[src/rtl/mtsb_pkg.sv]
// Types and constants shared by the tray slot buffer modules.
package mtsb_pkg;

    localparam int CFG_IDX_W  = 1;
    localparam int CFG_DATA_W = 6;

    localparam logic [CFG_IDX_W-1:0] CFG_TRAYS = 1'b0;
    localparam logic [CFG_IDX_W-1:0] CFG_SLOTS = 1'b1;

    localparam logic [3:0] TRAYS_RESET = 4'd8;
    localparam logic [5:0] SLOTS_RESET = 6'd32;

    localparam logic OP_INSERT = 1'b0;
    localparam logic OP_REMOVE = 1'b1;

    localparam logic [2:0] STATUS_OK       = 3'd0;
    localparam logic [2:0] STATUS_FULL     = 3'd1;
    localparam logic [2:0] STATUS_EMPTY    = 3'd2;
    localparam logic [2:0] STATUS_BAD_TRAY = 3'd3;
    localparam logic [2:0] STATUS_ZERO_QTY = 3'd4;

    typedef struct packed {
        logic        op;
        logic [2:0]  tray;
        logic [15:0] rec_id;
        logic [7:0]  kind;
        logic [15:0] quantity;
        logic [3:0]  delay;
    } in_t;

    typedef struct packed {
        logic [2:0]  status;
        logic [4:0]  slot;
        logic [15:0] out_id;
        logic [7:0]  out_kind;
        logic [15:0] out_quantity;
        logic [3:0]  out_delay;
        logic [31:0] total_inserted;
    } out_t;

    typedef struct packed {
        logic [15:0] rec_id;
        logic [7:0]  kind;
        logic [15:0] quantity;
        logic [3:0]  delay;
    } rec_t;

    typedef enum logic [1:0] {
        CTRL_IDLE,
        CTRL_FIND,
        CTRL_DONE
    } ctrl_state_t;

    typedef struct packed {
        logic load_in;
        logic exec;
        logic load_out;
    } dp_cmd_t;

endpackage

[src/rtl/mtsb_ctrl.sv]
// Controller state machine: input and output handshakes and datapath sequencing.
module mtsb_ctrl
    import mtsb_pkg::*;
(
    input  logic    clk,
    input  logic    rst_n,
    input  logic    in_valid,
    output logic    in_stall,
    output logic    out_valid,
    input  logic    out_stall,
    output dp_cmd_t cmd
);

    ctrl_state_t state_reg;
    ctrl_state_t state_next;
    logic        out_valid_reg;
    logic        out_valid_next;
    logic        out_free;

    assign out_free  = !out_valid_reg || !out_stall;
    assign out_valid = out_valid_reg;

    always_comb
    begin
        in_stall     = 1'b1;
        cmd.exec     = 1'b0;
        cmd.load_out = 1'b0;
        unique case (state_reg)
            CTRL_IDLE:
            begin
                in_stall = 1'b0;
            end
            CTRL_FIND:
            begin
                cmd.exec = 1'b1;
            end
            CTRL_DONE:
            begin
                in_stall     = !out_free;
                cmd.load_out = out_free;
            end
            default:
            begin
                in_stall = 1'b1;
            end
        endcase
        cmd.load_in = in_valid && !in_stall;
    end

    always_comb
    begin
        state_next = state_reg;
        unique case (state_reg)
            CTRL_IDLE:
            begin
                if (in_valid)
                begin
                    state_next = CTRL_FIND;
                end
            end
            CTRL_FIND:
            begin
                state_next = CTRL_DONE;
            end
            CTRL_DONE:
            begin
                if (out_free)
                begin
                    state_next = in_valid ? CTRL_FIND : CTRL_IDLE;
                end
            end
            default:
            begin
                state_next = CTRL_IDLE;
            end
        endcase
    end

    always_comb
    begin
        if (cmd.load_out)
        begin
            out_valid_next = 1'b1;
        end
        else
        begin
            out_valid_next = out_valid_reg && out_stall;
        end
    end

    always_ff @(posedge clk or negedge rst_n)
    begin
        if (!rst_n)
        begin
            state_reg     <= CTRL_IDLE;
            out_valid_reg <= 1'b0;
        end
        else
        begin
            state_reg     <= state_next;
            out_valid_reg <= out_valid_next;
        end
    end

endmodule

[config.mk]
export PLATFORM = sky130hd
export DESIGN_NAME = mtsb_ctrl
export DESIGN_NICKNAME = d
export VERILOG_FILES = /design/src/rtl/mtsb_pkg.sv /design/src/rtl/mtsb_ctrl.sv
export SDC_FILE = /design/constraint.sdc
export NUM_CORES = 1
export LEC_CHECK = 0
export BUFFER_PORTS_ARGS = -buffer_cell sky130_fd_sc_hd__clkbuf_2
export CORE_AREA = 2 2 39 41
export DETAILED_ROUTE_END_ITERATION = 6
export DIE_AREA = 0 0 41 43
export GPL_TIMING_DRIVEN = 0
export MAX_ROUTING_LAYER = met4
export PLACE_DENSITY_LB_ADDON = 0.25
export SLEW_MARGIN = 0
export SYNTH_ARGS = -nofsm -noshare
export SYNTH_HDL_FRONTEND = slang
export SYNTH_SLANG_ARGS = --single-unit
[constraint.sdc]
create_clock -name clk -period 1.2 [get_ports clk]
set_clock_uncertainty 0.05 [all_clocks]
set_input_delay 0.06 -clock clk [delete_from_list [all_inputs] [get_ports clk]]
set_output_delay 0.06 -clock clk [all_outputs]
set_load 0.05 [all_outputs]
==> results.py <==
metrics = {
    "die": {
        "core_area_sq_um": 1384,
        "fp.dieW_um": 41,
        "ioPinCount": 9,
        "initial_core_util": 0.1067,
        "die_area_sq_um": 1763,
        "rows": 14,
        "die_h_um": 43,
    },
    "critical_path": {
        "worst_setup_path_end_kind": "primary output",
        "path_delay_family": "flip-flops",
        "cp_slowest_cell": "dfrtp_2",
        "slowest_delay_ns": 0.47,
        "crit_buf_inv": 1,
        "worstPathArrival_ns": 1.13,
        "crit_path_start_kind": "flip-flop",
        "crit_chain": "a311oi_4 -> buf_8",
        "path_class": "flip-flop to primary output",
        "required_ns": 1.09,
        "crit_fanout": 5,
    },
    "detailed_routing": {
        "first_pass_iters": 4,
        "viasPerCell": 3.778,
        "drc": 0,
        "ant_nets": 0,
        "drt_iter0_drc": 2,
        "drt-total-wl_um": 416,
        "via_count": 170,
        "wl_per_cell_um": 9.244,
    },
    "logic_synthesis": {
        "synth_top_cell_area_share": 0.5085,
        "synthArstFlopShare": 1.000,
        "synth_top_family_by_area": "compound AO/OA/AOI/OAI gates",
        "synth-compound-area-share": 0.2627,
        "yosys.area_share.simple": 0.1525,
        "postSynthAreaPerCell_sq_um": 10.55,
        "yosysSeqAreaShare": 0.5085,
        "ys.flop_type": "dfrtp_1",
        "synth_xor_area_frac": 0,
        "synth_fa_ha_area_frac": 0,
        "synth_nets": 18,
        "yosysTopAreaCell": "dfrtp_1",
        "synth.most_common_cell": "dfrtp_1",
        "synth_warnings": 0,
        "ys_types": 10,
        "yosys-top-cells-area": "dfrtp_1 (51%), a311oi_1 (12%), a31o_1 (5.9%)",
        "ys_ff_latch": 3,
        "ys_top_cells_by_count": "dfrtp_1 (3), a311oi_1 (2), nand2_1 (2)",
        "synth_area_sq_um": 147.6,
        "synth_edf_count": 0,
        "synth.mux.area_fraction": 0,
        "syn_inst": 14,
    },
    "clock_tree": {
        "htree_levels": 1,
        "clkLatencyLatePin_ns": 0.23,
        "cts_tree": "built",
        "clock_sink_count": 3,
        "root_buffer": "clkbuf_4",
        "clkTransAtPathRegs_ns": 0.04,
        "cts_buffers": 3,
        "clk_path_buf_depth": 2,
    },
    "timing": {
        "period_share": 1.035,
        "relSlewSlack": 0.8169,
        "drv_slew": 0,
        "worstMarginPinSlew_ns": 0.2758,
        "setup_ws_ns": -0.04146,
        "holdWs_ns": 0.06644,
        "grt_setup_unrepaired": "true",
        "finalHoldViolations": 0,
        "fmax_mhz": 805.5,
        "setup_viol": 2,
        "period_needed_ns": 1.241,
    },
    "placed_design": {
        "gp_congestion": 0.4944,
        "dp_hpwl_um": 274.5,
        "pre_cts_ws_ns": 0.05335,
        "port_buffers": 8,
    },
    "global_route": {
        "grt_max_degree": 6,
        "globalRouteOverflowTotal": 0,
        "grt_first_pass_wirelength_um": 634,
        "grt_antenna_before_repair": 0,
        "grt_pass1_vias": 160,
        "grt_usage": 0.05876,
    },
    "layout": {
        "area_growth_pct": 134.7,
        "drive_above_1_share": 0.7241,
        "diodes": 0,
        "fin_nets": 34,
        "largest_reg_flops": 2,
    },
    "power": {
        "power_leakage_nw": 0.1537,
        "p_total_w": 0.0005516,
        "power.density_nw_per_um2": 1591,
        "max-vdd-ir-drop_v": 0.0005631,
    },
    "outcome": {
        "violations": "setup timing",
        "status": "complete, but fails checks",
    },
    "run": {
        "cap_viol_max_count": 0,
    },
    "worst_hold_path": {
        "hold_class": "input port to flip-flop",
    },
}
==> worst register-to-register path: stages (launching register included) <==
cell and delay (ns):
dfrtp_2 0.43, buf_4 0.14, a311oi_1 0.26
==> power by group <==
group,switching (W),total [W],internal (W)
combinational,0.000123,0.000227,0.000103
sequential,0.0000295,0.000148,0.000119
clock,0.0000519,0.000177,0.000125
==> routing by layer <==
layer / wire length [um] / global-route usage
met1: 221 / 0.08091
met2: 155 / 0.05313
met3: 40 / 0.04712
met4: 0 / 0.04000
met5: 0 / -
==> metrics by stage <==
stage          utilization   TNS, ns  instance area (sq um)  cells
6_report            0.2505  -0.07151                  346.6     45
5_1_grt             0.2505   -0.1560                  346.6     45
4_1_cts             0.2477   -0.1274                  342.8     45
3_5_place_dp        0.1664         0                  230.2     38
3_3_place_gp        0.1664         0                  230.2     38
2_1_floorplan            -  -0.09823                  170.2     14
==> area by class of cell <==
type	instances	area, sq um
timing repair buffer	12	122.6
inverter	1	3.754
multi-input combinational	9	95.09
tap	16	20.02
fill	149	1037
sequential	3	78.83
clock buffer	4	26.28
==> repair_timing <==
| action | in CTS | in global routing |
|---|---|---|
| endpoints found under the setup margin | 4 | 3 |
| hold buffers | 1 | 0 |
| endpoints found under the hold margin | 3 | 0 |
| gates resized for setup | 13 | 3 |
| buffers inserted | 3 | 0 |
| pin swaps | 1 | 1 |
==> final timing paths <==
path,depth (start not counted),slack (ns),endpoint,start
setup / recovery,2,-0.04,cmd[2],state_reg[1]$_DFFE_PN0P_
setup reg to reg,2,0.21,state_reg[0]$_DFFE_PN0P_,out_valid$_DFF_PN0_
max in group asynchronous,2,0.87,state_reg[1]$_DFFE_PN0P_,rst_n
min in group asynchronous,2,0.10,out_valid$_DFF_PN0_,rst_n
hold / removal,3,0.07,state_reg[0]$_DFFE_PN0P_,in_valid
hold reg to reg,1,0.48,state_reg[0]$_DFFE_PN0P_,state_reg[0]$_DFFE_PN0P_
==> kinds of logic (layout without fill, tap and decap cells) <==
group                  Yosys count  in the layout
buffers and inverters            2             17
AO/OA/AOI/OAI                    5              5
flip-flops                       3              3
AND/OR/NAND/NOR                  4              4
==> layout by cell type (no fill, tap or decap) <==
| master | Yosys | layout |
|---|---|---|
| clkbuf_16 | 0 | 1 |
| buf_4 | 1 | 3 |
| a21oi_2 | 0 | 1 |
| a311oi_1 | 2 | 1 |
| clkbuf_4 | 0 | 3 |
| buf_8 | 0 | 3 |
| dfrtp_2 | 0 | 3 |
| a311oi_4 | 0 | 1 |
| clkbuf_2 | 0 | 4 |
| clkbuf_1 | 0 | 1 |
| nand2b_4 | 0 | 1 |
| inv_1 | 1 | 1 |
| dlygate4sd3_1 | 0 | 1 |
| a31o_1 | 1 | 1 |
| o21bai_1 | 1 | 1 |
| nor2b_4 | 0 | 1 |
| nand2_1 | 2 | 2 |
Note: power is estimated with default switching activity, not from simulation.
